$ cat src/ikarm_pkg.sv
// ----------------------------------------------------------------------------
// ikarm_pkg : shared widths, types and tables for the arm solver
// Word widths of every pipeline stage, the arctangent table of the CORDIC
// units, register indexes and the rounding helper for joint angles.
// ----------------------------------------------------------------------------
package ikarm_pkg;

   // angle format
   localparam int ANGLE_FRAC_BITS = 8;
   localparam int CORDIC_STAGES   = 16;
   localparam int INT_FRAC        = 16;
   localparam int RSH             = INT_FRAC - ANGLE_FRAC_BITS;
   localparam int RND             = (RSH == 0) ? 0 : (1 << (RSH - 1));

   // word widths
   localparam int LEN_W   = 14;
   localparam int SQ_W    = 2 * LEN_W;
   localparam int H2_W    = SQ_W + 1;
   localparam int NUM_W   = H2_W + 2;
   localparam int MAG_W   = 30;
   localparam int RAD_W   = 2 * MAG_W;
   localparam int NX_W    = MAG_W + LEN_W + 1;
   localparam int HX_W    = H2_W + LEN_W;
   localparam int D2_W    = HX_W + 1;
   localparam int N2_W    = D2_W + 3;
   localparam int MN_W    = N2_W - 1;
   localparam int N2S_W   = MAG_W + 1;
   localparam int CY_W    = MAG_W + 2;
   localparam int CORD_W  = MAG_W + 4;
   localparam int ANG_W   = 26;
   localparam int T_W     = 27;
   localparam int ANGLE_W = 18;
   localparam int WRIST_W = 19;
   localparam int CSR_W   = 2;

   // pipeline shape
   localparam int ISQRT_STAGES = RAD_W / 2;
   localparam int NORM_STEPS   = 5;
   localparam int DEN_STEPS    = 4;
   localparam int CORDIC_LAT   = 1 + NORM_STEPS + CORDIC_STAGES;
   localparam int PIPE_LATENCY = 5 + ISQRT_STAGES + 3 + DEN_STEPS + 2
                                 + ISQRT_STAGES + CORDIC_LAT + 4;

   localparam logic [LEN_W-1:0] UPPER_RESET  = LEN_W'(1920);
   localparam logic [LEN_W-1:0] LOWER_RESET  = LEN_W'(1840);
   localparam logic [LEN_W-1:0] OFFSET_RESET = LEN_W'(400);

   localparam logic signed [T_W-1:0]     C180 = T_W'(180 << INT_FRAC);
   localparam logic signed [WRIST_W-1:0] C270 = WRIST_W'(270 << ANGLE_FRAC_BITS);

   typedef enum logic [CSR_W-1:0] {
      CSR_UPPER_LENGTH  = 2'd0,
      CSR_LOWER_LENGTH  = 2'd1,
      CSR_HEIGHT_OFFSET = 2'd2
   } csr_index_type;

   typedef struct packed {
      logic signed [NUM_W-1:0] num;
      logic signed [NX_W-1:0]  nx;
      logic [HX_W-1:0]         hx;
      logic [D2_W-1:0]         d2;
      logic [LEN_W-1:0]        reach;
      logic [LEN_W-1:0]        offset;
      logic                    err;
   } sb1_type;

   typedef struct packed {
      logic signed [NUM_W-1:0] num;
      logic [MAG_W-1:0]        root;
      logic [LEN_W-1:0]        reach;
      logic [LEN_W-1:0]        offset;
      logic                    err;
   } mid_type;

   typedef struct packed {
      mid_type                 mid;
      logic signed [N2S_W-1:0] n2s;
   } sb2_type;

   // atan(2^-i) in degrees, 16 fractional bits
   function automatic logic signed [ANG_W-1:0] atan_deg(input int idx);
      case (idx)
         0:  return ANG_W'(2949120);
         1:  return ANG_W'(1740967);
         2:  return ANG_W'(919879);
         3:  return ANG_W'(466945);
         4:  return ANG_W'(234379);
         5:  return ANG_W'(117304);
         6:  return ANG_W'(58666);
         7:  return ANG_W'(29335);
         8:  return ANG_W'(14668);
         9:  return ANG_W'(7334);
         10: return ANG_W'(3667);
         11: return ANG_W'(1833);
         12: return ANG_W'(917);
         13: return ANG_W'(458);
         14: return ANG_W'(229);
         15: return ANG_W'(115);
         16: return ANG_W'(57);
         17: return ANG_W'(29);
         18: return ANG_W'(14);
         19: return ANG_W'(7);
         20: return ANG_W'(4);
         21: return ANG_W'(2);
         22: return ANG_W'(1);
         default: return '0;
      endcase
   endfunction

   // round half up to the output angle format
   function automatic logic signed [ANGLE_W-1:0] to_out(input logic signed [T_W-1:0] v);
      logic signed [T_W:0] biased;
      biased = (T_W+1)'(v) + (T_W+1)'(RND);
      return ANGLE_W'(biased >>> RSH);
   endfunction

endpackage

$ cat src/ikarm_isqrt.sv
// ----------------------------------------------------------------------------
// ikarm_isqrt : pipelined integer square root
// Restoring digit-by-digit root, one result bit per register stage.
// ----------------------------------------------------------------------------
module ikarm_isqrt (
   input  logic                          clock,
   input  logic [ikarm_pkg::RAD_W-1:0]   radicand,
   output logic [ikarm_pkg::MAG_W-1:0]   root
);
   import ikarm_pkg::*;

   localparam int REM_W = MAG_W + 2;

   logic [RAD_W-1:0] rad_ff  [ISQRT_STAGES];
   logic [RAD_W-1:0] rad_in  [ISQRT_STAGES];
   logic [REM_W-1:0] rem_ff  [ISQRT_STAGES];
   logic [REM_W-1:0] rem_in  [ISQRT_STAGES];
   logic [MAG_W-1:0] root_ff [ISQRT_STAGES];
   logic [MAG_W-1:0] root_in [ISQRT_STAGES];

   for (genvar g = 0; g < ISQRT_STAGES; g++) begin : g_stage
      logic [RAD_W-1:0] rad_p;
      logic [REM_W-1:0] rem_p;
      logic [MAG_W-1:0] root_p;
      logic [REM_W-1:0] rem_cat;
      logic [REM_W-1:0] trial;
      logic             take;

      if (g == 0) begin : g_first
         assign rad_p  = radicand;
         assign rem_p  = '0;
         assign root_p = '0;
      end else begin : g_rest
         assign rad_p  = rad_ff[g-1];
         assign rem_p  = rem_ff[g-1];
         assign root_p = root_ff[g-1];
      end

      // bring down the next pair of radicand bits
      assign rem_cat    = {rem_p[REM_W-3:0], rad_p[RAD_W-1 -: 2]};
      assign trial      = {root_p, 2'b01};
      assign take       = rem_cat >= trial;
      assign rad_in[g]  = rad_p << 2;
      assign rem_in[g]  = take ? rem_cat - trial : rem_cat;
      assign root_in[g] = {root_p[MAG_W-2:0], take};
   end

   always_ff @(posedge clock) begin
      for (int i = 0; i < ISQRT_STAGES; i++) begin
         rad_ff[i]  <= rad_in[i];
         rem_ff[i]  <= rem_in[i];
         root_ff[i] <= root_in[i];
      end
   end

   assign root = root_ff[ISQRT_STAGES-1];

endmodule

$ cat config.mk
export PLATFORM = sky130hd
export DESIGN_NAME = ikarm_isqrt
export DESIGN_NICKNAME = d
export VERILOG_FILES = /design/src/ikarm_pkg.sv /design/src/ikarm_isqrt.sv
export SDC_FILE = /design/constraint.sdc
export NUM_CORES = 2
export LEC_CHECK = 0
export BUFFER_PORTS_ARGS = -buffer_cell sky130_fd_sc_hd__buf_2
export CAP_MARGIN = 10
export CORE_MARGIN = 10
export CORE_UTILIZATION = 60
export CTS_BUF_LIST = sky130_fd_sc_hd__clkbuf_4
export DETAILED_ROUTE_END_ITERATION = 12
export GPL_ROUTABILITY_DRIVEN = 0
export PLACE_DENSITY_LB_ADDON = 0.3
export SYNTH_ARGS = -nofsm -noshare
export SYNTH_HDL_FRONTEND = slang
export SYNTH_SLANG_ARGS = --single-unit
$ cat constraint.sdc
create_clock -name clock -period 3.6 [get_ports clock]
set_input_delay 0.54 -clock clock [delete_from_list [all_inputs] [get_ports clock]]
set_output_delay 0.54 -clock clock [all_outputs]
set_load 0.01 [all_outputs]
==> key figures <==
Clocking
  • Total CTS buffers: 546
  • Clk Latency, worst-skew pair: 1.25 ns
  • H-tree depth: 6
  • Clock Tree Root: clkbuf_4
  • Worst-path clk slew: 0.07 ns
  • CTS tree: done
  • Max Root-Sink Buffers: 4
  • Clk sink count: 2163

Yosys
  • Synth unique cells: 106
  • Avg Cell Area, Syn: 10.2 um^2
  • YS warnings: 0
  • Share of the synthesized area in the top cell type: 0.548
  • Area contributors post-synth: dfxtp_1 (55%), ha_1 (7.9%), xnor2_1 (4.0%)
  • Async set-reset flop share out of synthesis: 0
  • Synth Flop Type: dfxtp_1
  • Synth Instances: 7719
  • Register area share after synthesis: 0.548
  • Synth cell count leaders: dfxtp_1 (2163), inv_1 (599), nand2_1 (532), ha_1 (497), a21oi_1 (478)
  • Syn Nets: 8277
  • Synth area leader: dfxtp_1
  • FF+latch count, synth: 2163
  • Mapped Area: 0.0789 mm^2
  • Number of synthesized flops with an enable pin: 0
  • Most common cell in the synthesized netlist: dfxtp_1

Floorplanning
  • Num ports: 91
  • Core Box Area: 0.131 mm^2
  • Die Area: 0.146 mm^2
  • Die W: 383 um
  • Row Count: 133
  • Die Ht: 383 um
  • Initial Util: 0.602

Power
  • Pwr/cell area: 697 mW/mm^2
  • Static Leak: 43.1 nW
  • Peak VDD IR: 507 uV

Placement
  • Dpl cell area: 0.0815 mm^2
  • Dpl ws: 0.333 ns
  • DP HPWL: 120 mm
  • Inst Count DP: 9464
  • IO buf count: 90

Global routing
  • Number of global-route vias before repair: 56900
  • Largest net degree at the start of global routing: 43
  • Initial antenna violation count: 3
  • Gr usage total: 0.221
  • Total grt overflow: 0
  • First-pass GRT wire length: 272 mm

Detailed routing
  • DRT Pass-1 Iters: 6
  • Vias per cell: 5.38
  • Initial DRC Count: 3317
  • Vias: 56400
  • Final antenna-violating net count: 0
  • WL final: 166 mm
  • Wire length per cell: 15.9 um
  • DRC: 0

Timing
  • Fin Hold WS: 0.258 ns
  • Final min period: 3.35 ns
  • TNS Setup: 0 ns
  • Final Cycle Share: 0.932
  • Relative max-transition margin: 0.333
  • Final hold violation count: 0
  • Transition time of the tightest slew-check pin: 0.991 ns
  • Highest clock rate: 0.298 GHz
  • RSZ-0062 raised after global routing: false
  • Clock skew: 0.106 ns
  • Slew Viols, Final: 0
  • Worst Setup Slack, final: 0.246 ns
  • # setup viols final: 0

Worst setup path
  • Worst-path fanout max: 41
  • Startpoint types: flip-flop
  • Req. time, crit path: 4.68 ns
  • CP Capture Type: flip-flop
  • Crit path DAT: 4.43 ns
  • Crit Path Category: reg2reg

Final layout
  • Nets: 8936
  • Fin area: 0.0892 mm^2
  • Share of cells above drive strength 1: 0.123
  • Fin cells: 10500
  • Layout area overhead: 13.0%

Outcome
  • Status: finished, final reports clean

Job
  • Max cap viols: 0

Worst hold path
  • Worst Hold Class: reg2reg
cells by family after synthesis:
kind of cell             count (synthesis)  synth area share
flip-flops                            2163             0.548
other                                    1         0.0000475
multiplexers                            71            0.0100
buffers and inverters                  747            0.0365
XOR/XNOR                               691            0.0767
AO/OA/AOI/OAI                         1586             0.126
AND/OR/NAND/NOR                       1963             0.124
adder cells (fa/ha/maj)                497            0.0788
registers in the layout, indices dropped and copies added (netlist names):
register	cells
rad_ff	870
rem_ff	828
root_ff	465
layout make-up:
type | instances | area [um^2]
Sequential cell | 2163 | 43300
Fill cell | 10100 | 41900
Multi-Input combinational cell | 4809 | 32800
Clock buffer | 753 | 5650
Inverter | 604 | 2270
Tap cell | 1755 | 2200
Timing Repair Buffer | 254 | 2070
Clock inverter | 142 | 852
Antenna cell | 3 | 7.51
per-layer routing:
| layer | wire length, um | global-route usage | vias to the layer above |
|---|---|---|---|
| met5 | 0 | 0 | - |
| met4 | 7620 | 0.122 | 0 |
| met3 | 8470 | 0.0461 | 515 |
| met2 | 82500 | 0.389 | 1730 |
| met1 | 67800 | 0.248 | 26100 |
| li1 | - | - | 28000 |
power breakdown:
part | internal [mW] | switching (mW)
combinational | 5.20 | 6.37
sequential | 28.0 | 3.08
clock | 10.4 | 9.15
total | 43.6 | 18.6
worst paths after layout:
check	from	cells after the start	to	slack [ns]
setup / recovery	root_ff[1][270]	12	rem_ff[1][323]	0.25
setup reg to reg	root_ff[1][270]	12	rem_ff[1][323]	0.25
hold reg to reg	rad_ff[0][793]	0	rad_ff[0][853]	0.26
hold / removal	rad_ff[0][793]	0	rad_ff[0][853]	0.26
cells in the final DEF, fill, tap and decap left out, drive strengths merged, types with 221 or more instances in the layout:
master,Yosys,routed
a21o,221,221
a21oi,485,485
clkbuf,103,753
dfxtp,2163,2163
ha,497,497
inv,604,617
nand2,533,533
nor2,477,477
o21ai,399,399
xnor2,365,365
xor2,326,326
per-stage QoR:
step / power, mW / util
after floorplan: 39.4 / -
after global placement: 42.4 / 0.621
after detailed placement: 42.8 / 0.621
after CTS: 62.6 / 0.680
after global routing: 65.8 / 0.680
final: 62.2 / 0.680
worst max-delay path, cell delays in order, from the launching register on:
cell and delay [ns]:
dfxtp_1 0.32, inv_1 0.04, ha_1 0.33, nor2b_1 0.19, o2111ai_1 0.23, nand3_1 0.20
a31oi_1 0.39, a21oi_1 0.21, a21boi_1 0.38, o311a_1 0.32, buf_12 0.24, nand2_1 0.13
o21ai_1 0.23
timing repair:
item | 4_1_cts | 5_1_grt
resized for setup | 0 | 0
hold endpoints to repair | 61 | 0
hold buffers | 121 | 0
setup buffers | 0 | 0
setup endpoints to repair | 0 | 0
No activity file was read; power rests on OpenSTA's default activity.
