`src/ikarm_pkg.sv`:
```
// ----------------------------------------------------------------------------
// ikarm_pkg : shared widths, types and tables for the arm solver
// Word widths of every pipeline stage, the arctangent table of the CORDIC
// units, register indexes and the rounding helper for joint angles.
// ----------------------------------------------------------------------------
package ikarm_pkg;

   // angle format
   localparam int ANGLE_FRAC_BITS = 8;
   localparam int CORDIC_STAGES   = 16;
   localparam int INT_FRAC        = 16;
   localparam int RSH             = INT_FRAC - ANGLE_FRAC_BITS;
   localparam int RND             = (RSH == 0) ? 0 : (1 << (RSH - 1));

   // word widths
   localparam int LEN_W   = 14;
   localparam int SQ_W    = 2 * LEN_W;
   localparam int H2_W    = SQ_W + 1;
   localparam int NUM_W   = H2_W + 2;
   localparam int MAG_W   = 30;
   localparam int RAD_W   = 2 * MAG_W;
   localparam int NX_W    = MAG_W + LEN_W + 1;
   localparam int HX_W    = H2_W + LEN_W;
   localparam int D2_W    = HX_W + 1;
   localparam int N2_W    = D2_W + 3;
   localparam int MN_W    = N2_W - 1;
   localparam int N2S_W   = MAG_W + 1;
   localparam int CY_W    = MAG_W + 2;
   localparam int CORD_W  = MAG_W + 4;
   localparam int ANG_W   = 26;
   localparam int T_W     = 27;
   localparam int ANGLE_W = 18;
   localparam int WRIST_W = 19;
   localparam int CSR_W   = 2;

   // pipeline shape
   localparam int ISQRT_STAGES = RAD_W / 2;
   localparam int NORM_STEPS   = 5;
   localparam int DEN_STEPS    = 4;
   localparam int CORDIC_LAT   = 1 + NORM_STEPS + CORDIC_STAGES;
   localparam int PIPE_LATENCY = 5 + ISQRT_STAGES + 3 + DEN_STEPS + 2
                                 + ISQRT_STAGES + CORDIC_LAT + 4;

   localparam logic [LEN_W-1:0] UPPER_RESET  = LEN_W'(1920);
   localparam logic [LEN_W-1:0] LOWER_RESET  = LEN_W'(1840);
   localparam logic [LEN_W-1:0] OFFSET_RESET = LEN_W'(400);

   localparam logic signed [T_W-1:0]     C180 = T_W'(180 << INT_FRAC);
   localparam logic signed [WRIST_W-1:0] C270 = WRIST_W'(270 << ANGLE_FRAC_BITS);

   typedef enum logic [CSR_W-1:0] {
      CSR_UPPER_LENGTH  = 2'd0,
      CSR_LOWER_LENGTH  = 2'd1,
      CSR_HEIGHT_OFFSET = 2'd2
   } csr_index_type;

   typedef struct packed {
      logic signed [NUM_W-1:0] num;
      logic signed [NX_W-1:0]  nx;
      logic [HX_W-1:0]         hx;
      logic [D2_W-1:0]         d2;
      logic [LEN_W-1:0]        reach;
      logic [LEN_W-1:0]        offset;
      logic                    err;
   } sb1_type;

   typedef struct packed {
      logic signed [NUM_W-1:0] num;
      logic [MAG_W-1:0]        root;
      logic [LEN_W-1:0]        reach;
      logic [LEN_W-1:0]        offset;
      logic                    err;
   } mid_type;

   typedef struct packed {
      mid_type                 mid;
      logic signed [N2S_W-1:0] n2s;
   } sb2_type;

   // atan(2^-i) in degrees, 16 fractional bits
   function automatic logic signed [ANG_W-1:0] atan_deg(input int idx);
      case (idx)
         0:  return ANG_W'(2949120);
         1:  return ANG_W'(1740967);
         2:  return ANG_W'(919879);
         3:  return ANG_W'(466945);
         4:  return ANG_W'(234379);
         5:  return ANG_W'(117304);
         6:  return ANG_W'(58666);
         7:  return ANG_W'(29335);
         8:  return ANG_W'(14668);
         9:  return ANG_W'(7334);
         10: return ANG_W'(3667);
         11: return ANG_W'(1833);
         12: return ANG_W'(917);
         13: return ANG_W'(458);
         14: return ANG_W'(229);
         15: return ANG_W'(115);
         16: return ANG_W'(57);
         17: return ANG_W'(29);
         18: return ANG_W'(14);
         19: return ANG_W'(7);
         20: return ANG_W'(4);
         21: return ANG_W'(2);
         22: return ANG_W'(1);
         default: return '0;
      endcase
   endfunction

   // round half up to the output angle format
   function automatic logic signed [ANGLE_W-1:0] to_out(input logic signed [T_W-1:0] v);
      logic signed [T_W:0] biased;
      biased = (T_W+1)'(v) + (T_W+1)'(RND);
      return ANGLE_W'(biased >>> RSH);
   endfunction

endpackage

```
`src/ikarm_cordic.sv`:
```
// ----------------------------------------------------------------------------
// ikarm_cordic : pipelined vectoring CORDIC, atan2(y, x) for x >= 0
// Scales the larger magnitude into [2^29, 2^30), then one rotation per stage.
// ----------------------------------------------------------------------------
module ikarm_cordic (
   input  logic                               clock,
   input  logic signed [ikarm_pkg::CY_W-1:0]  vec_y,
   input  logic [ikarm_pkg::MAG_W-1:0]        vec_x,
   output logic signed [ikarm_pkg::ANG_W-1:0] angle
);
   import ikarm_pkg::*;

   logic [CY_W-1:0]  ymag;
   logic             over;

   logic [MAG_W-1:0] my_ff  [NORM_STEPS+1];
   logic [MAG_W-1:0] my_in  [NORM_STEPS+1];
   logic [MAG_W-1:0] mx_ff  [NORM_STEPS+1];
   logic [MAG_W-1:0] mx_in  [NORM_STEPS+1];
   logic             neg_ff [NORM_STEPS+1];
   logic             neg_in [NORM_STEPS+1];

   logic signed [CORD_W-1:0] cx_ff [CORDIC_STAGES];
   logic signed [CORD_W-1:0] cx_in [CORDIC_STAGES];
   logic signed [CORD_W-1:0] cy_ff [CORDIC_STAGES];
   logic signed [CORD_W-1:0] cy_in [CORDIC_STAGES];
   logic signed [ANG_W-1:0]  z_ff  [CORDIC_STAGES];
   logic signed [ANG_W-1:0]  z_in  [CORDIC_STAGES];

   // range step: halve both when the larger reaches 2^30
   assign ymag      = vec_y[CY_W-1] ? -vec_y : vec_y;
   assign over      = ymag[CY_W-1:MAG_W] != '0;
   assign my_in[0]  = over ? ymag[MAG_W:1] : ymag[MAG_W-1:0];
   assign mx_in[0]  = over ? {1'b0, vec_x[MAG_W-1:1]} : vec_x;
   assign neg_in[0] = vec_y[CY_W-1];

   // left shifts of 16, 8, 4, 2, 1 while the larger stays below 2^30
   for (genvar g = 1; g <= NORM_STEPS; g++) begin : g_norm
      localparam int SH = 1 << (NORM_STEPS - g);
      logic fits;
      assign fits      = ((my_ff[g-1] | mx_ff[g-1]) >> (MAG_W - SH)) == '0;
      assign my_in[g]  = fits ? my_ff[g-1] << SH : my_ff[g-1];
      assign mx_in[g]  = fits ? mx_ff[g-1] << SH : mx_ff[g-1];
      assign neg_in[g] = neg_ff[g-1];
   end

   for (genvar g = 0; g < CORDIC_STAGES; g++) begin : g_iter
      localparam logic signed [ANG_W-1:0] AT = atan_deg(g);
      logic signed [CORD_W-1:0] cx_p;
      logic signed [CORD_W-1:0] cy_p;
      logic signed [CORD_W-1:0] dx;
      logic signed [CORD_W-1:0] dy;
      logic signed [ANG_W-1:0]  z_p;

      if (g == 0) begin : g_first
         logic signed [CORD_W-1:0] my_ext;
         assign my_ext = {{(CORD_W-MAG_W){1'b0}}, my_ff[NORM_STEPS]};
         assign cx_p   = {{(CORD_W-MAG_W){1'b0}}, mx_ff[NORM_STEPS]};
         assign cy_p   = neg_ff[NORM_STEPS] ? -my_ext : my_ext;
         assign z_p    = '0;
      end else begin : g_rest
         assign cx_p = cx_ff[g-1];
         assign cy_p = cy_ff[g-1];
         assign z_p  = z_ff[g-1];
      end

      assign dx = cy_p >>> g;
      assign dy = cx_p >>> g;
      assign cx_in[g] = cy_p[CORD_W-1] ? cx_p - dx : cx_p + dx;
      assign cy_in[g] = cy_p[CORD_W-1] ? cy_p + dy : cy_p - dy;
      assign z_in[g]  = cy_p[CORD_W-1] ? z_p - AT : z_p + AT;
   end

   always_ff @(posedge clock) begin
      for (int i = 0; i <= NORM_STEPS; i++) begin
         my_ff[i]  <= my_in[i];
         mx_ff[i]  <= mx_in[i];
         neg_ff[i] <= neg_in[i];
      end
      for (int i = 0; i < CORDIC_STAGES; i++) begin
         cx_ff[i] <= cx_in[i];
         cy_ff[i] <= cy_in[i];
         z_ff[i]  <= z_in[i];
      end
   end

   assign angle = z_ff[CORDIC_STAGES-1];

endmodule

```
`config.mk`:
```
export PLATFORM = sky130hd
export DESIGN_NAME = ikarm_cordic
export DESIGN_NICKNAME = d
export VERILOG_FILES = /design/src/ikarm_pkg.sv /design/src/ikarm_cordic.sv
export SDC_FILE = /design/constraint.sdc
export NUM_CORES = 2
export LEC_CHECK = 0
export BUFFER_PORTS_ARGS = -buffer_cell sky130_fd_sc_hd__buf_2
export CORE_MARGIN = 3
export CORE_UTILIZATION = 40
export DETAILED_ROUTE_END_ITERATION = 16
export SLEW_MARGIN = 25
export SYNTH_ARGS = -nofsm -noshare
export SYNTH_HDL_FRONTEND = slang
export SYNTH_SLANG_ARGS = --single-unit
```
`constraint.sdc`:
```
create_clock -name clock -period 6.2 [get_ports clock]
set_input_delay 0.31 -clock clock [delete_from_list [all_inputs] [get_ports clock]]
set_output_delay 0.31 -clock clock [all_outputs]
set_load 0.05 [all_outputs]
```
==> flow_summary_export.csv <==
group,metric,value,unit
floorplanning,boundaryPins,89,
cells_and_area,final_nets,15100,
sta,fin_crit_sh,0.882,
clocking,cts_inserted_buffers,188,
synthesis,ys_seq_area_frac,0.291,
worst_setup_path,critPathCaptureType,"register",
floorplanning,die_area,0.293,mm2
global_route,grt.overflow.total,0,
floorplanning,die_h,541,um
worst_setup_path,cp_max_fo,9,
route,vias,94300,
clocking,cts_buffer_depth,4,
cells_and_area,drive_above_1_share,0.0562,
worst_setup_path,worst-path-stages,17,
route,drc,0,
worst_setup_path,arrival,6.21,ns
synthesis,postSynth.asyncResetShare,0,
worst_setup_path,critical_path_class,"reg -> reg",
cells_and_area,area_delta_synth_final,10.7,%
sta,tns,0,ns
route,wl,303000,um
clocking,clk-insertion-delay-late,0.91,ns
floorplanning,rows,195,
sta,period_needed,5.47,ns
global_route,grt_max_degree,70,
synthesis,synth_area_per_cell,8.49,um2
floorplanning,coreArea,0.284,mm2
synthesis,synth_edf_count,0,
synthesis,synth_top_cell_by_area,"dfxtp_1",
synthesis,syn_inst,13500,
clocking,clk_pin_slew_worst_paths,0.07,ns
synthesis,ys_seq_elements,1667,
cells_and_area,multi_input_area,0.0781,mm2
sta,clock_skew,0.110,ns
sta,setup_viol,0,
global_route,grt_pass1_vias,90100,
worst_setup_path,setup.worst_path.start_class,"register",
clocking,ctsHtreeMaxLevel,4,
sta,drv_slew,0,
floorplanning,die_x,541,um
sta,tightest_slew,1.04,ns
worst_setup_path,critPathTopFamily,"simple AND/OR/NAND/NOR gates",
global_route,grt_pass1_wl,485000,um
worst_setup_path,path_cells,"nor4_1 > nand3_1 > nor2_1 > nand2_1 > or4_1 > o41ai_1 > xnor2_1 > ha_1 > clkinv_1 > nand3_1 > or3_1 > nand3b_1 > a2111oi_0 > or3_1 > a21oi_1 > or2_2 > o22ai_1",
run_status,outcome,"finished clean",
route,viasPerCell,5.37,
placed_design,port_buffers,87,
placed_design,gp_congestion,0.910,
sta,max_freq,183,MHz
global_route,grtUsageTotal,0.200,
synthesis,synth.distinct_cells,88,
sta,hold_violations,0,
sta,rsz0062_at_grt,"no",
route,drt_iter0_markers,6117,
job,maxCapViolCount,0,
sta,slew_headroom,0.296,
worst_setup_path,cpPeakStageDelay,0.68,ns
cells_and_area,register_area,0.0334,mm2
route,first_pass_iters,8,
worst_setup_path,worst-endpoint-required,6.94,ns
clocking,cts_tree,"done",
worst_setup_path,critical_path.n_buffers_inverters,1,
worst_setup_path,cpMaxStageDelayCell,"nor4_1",
global_route,antenna_found_initial,8,
synthesis,synthFlopType,"dfxtp_1",
hold_path,hp-class,"in -> reg",
synthesis,synth_area_leaders,"dfxtp_1 (29%), ha_1 (15%), xnor2_1 (9.1%)",
synthesis,netlist_area,0.115,mm2
clocking,cts-root-buf,"clkbuf_16",
placed_design,hpwlAfterDp,244000,um
clocking,cts_setup_buffers,0,
cells_and_area,fillers,28100,
worst_setup_path,worstRegToRegCells,17,
floorplanning,initial_core_util,0.404,
hold_path,holdPathStages,4,
clocking,clkSinkCount,1667,
route,antenna_left,0,
synthesis,synth_warnings,0,
route,avgRoutedWirePerCell,17.2,um
synthesis,netlist.area_leader.share,0.291,
## what timing repair did
| item | CTS | global route |
|---|---|---|
| hold buffers | 97 | 0 |
| resized for setup | 0 | 0 |
| hold endpoints to repair | 61 | 0 |
## worst reg2reg max path: stages (launching register included)
cell	delay (ns)
dfxtp_1	0.33
nor4_1	0.68
nand3_1	0.36
nor2_1	0.19
nand2_1	0.11
or4_1	0.57
o41ai_1	0.35
xnor2_1	0.22
ha_1	0.36
clkinv_1	0.21
nand3_1	0.16
or3_1	0.39
nand3b_1	0.19
a2111oi_0	0.40
or3_1	0.24
a21oi_1	0.09
or2_2	0.29
o22ai_1	0.15
## area by class of cell
type / count / share of cell area
flip-flops and latches: 1667 / 0.263
multi-input cells: 11000 / 0.616
well taps: 3743 / 0.0369
clock inverters: 92 / 0.0101
clock buffers: 239 / 0.0415
diodes: 3 / 0.0000592
inverters: 591 / 0.0175
repair buffers: 240 / 0.0147
## layout by cell type, fill, tap and decap left out, types with 179 or more instances in the layout
| master | instances |
|---|---|
| mux2_2 | 188 |
| dfxtp_1 | 1654 |
| o21bai_1 | 179 |
| a21o_1 | 624 |
| a21oi_1 | 1369 |
| nand3_1 | 208 |
| nand2_1 | 833 |
| inv_1 | 583 |
| nor2b_1 | 206 |
| ha_1 | 1339 |
| clkbuf_16 | 190 |
| o21a_1 | 229 |
| nor2_1 | 1248 |
| o21ai_0 | 587 |
| xor2_1 | 628 |
| xnor2_1 | 1185 |
| nor3_1 | 341 |
## kinds of logic (layout without fill, tap and decap cells)
| logic type | count (synthesis) | count (layout) | share of synthesized area |
|---|---|---|---|
| compound gates | 3817 | 3817 | 0.211 |
| fa+ha+maj | 1379 | 1379 | 0.153 |
| mux | 235 | 235 | 0.0226 |
| xor+xnor | 1813 | 1813 | 0.139 |
| other cells | 1 | 5 | 0.0000327 |
| simple gates | 3752 | 3752 | 0.156 |
| buf+inv | 833 | 1162 | 0.0276 |
| flops | 1667 | 1667 | 0.291 |
## cell usage after synthesis (53+ instances only)
cell / number
o211ai_1: 53
or3_1: 68
and3_1: 121
nand2_1: 833
mux2_2: 188
nor3_1: 341
dfxtp_1: 1667
o31ai_1: 72
nand4_1: 103
a211oi_1: 111
nor2b_1: 206
nand2b_1: 170
o21ai_0: 587
a21o_1: 624
xnor2_1: 1185
nor2_1: 1251
nand3_1: 208
o21bai_1: 179
a31oi_1: 142
a21oi_1: 1369
nor4_1: 130
and2_1: 114
ha_1: 1339
o21a_1: 230
clkbuf_1: 195
xor2_1: 628
o41ai_1: 56
inv_1: 583
## state kept, by name (all words and copies together), names as in the netlist
register,count
cx_ff,462
mx_ff,180
z_ff,363
my_ff,180
neg_ff,6
cy_ff,476
## metal layers
| metal | vias up | GRT usage | routed length [um] |
|---|---|---|---|
| met1 | 43500 | 0.269 | 142000 |
| met2 | 1834 | 0.337 | 139000 |
| met4 | 2 | 0.0540 | 8360 |
| met3 | 420 | 0.0247 | 13900 |
| met5 | - | 0 | 13 |
| li1 | 48500 | - | - |
## metrics by stage
stage                     area, um2  std cells  hold WS (ns)   util  setup slack [ns]
final                        127000      17600         0.140  0.447             0.730
after CTS                    127000      17600        0.0574  0.447             0.746
after floorplan              115000      13500         0.310      -              1.64
after detailed placement     119000      17100         0.312  0.420             0.876
after global placement       119000      17100         0.312  0.420             0.896
after global routing         127000      17600         0.110  0.447             0.357
## worst paths after layout
path              slack, ns         from      endpoint
hold reg to reg        0.33    neg_ff[2]     neg_ff[3]
setup / recovery       0.73  my_ff[5][3]  cx_ff[0][31]
setup reg to reg       0.73  my_ff[5][3]  cx_ff[0][31]
hold / removal         0.14    vec_x[21]  mx_ff[0][20]
Power is left out: the tool's default activity adds up to more than one toggle a clock period on the data nets, which glitch-free logic cannot reach.
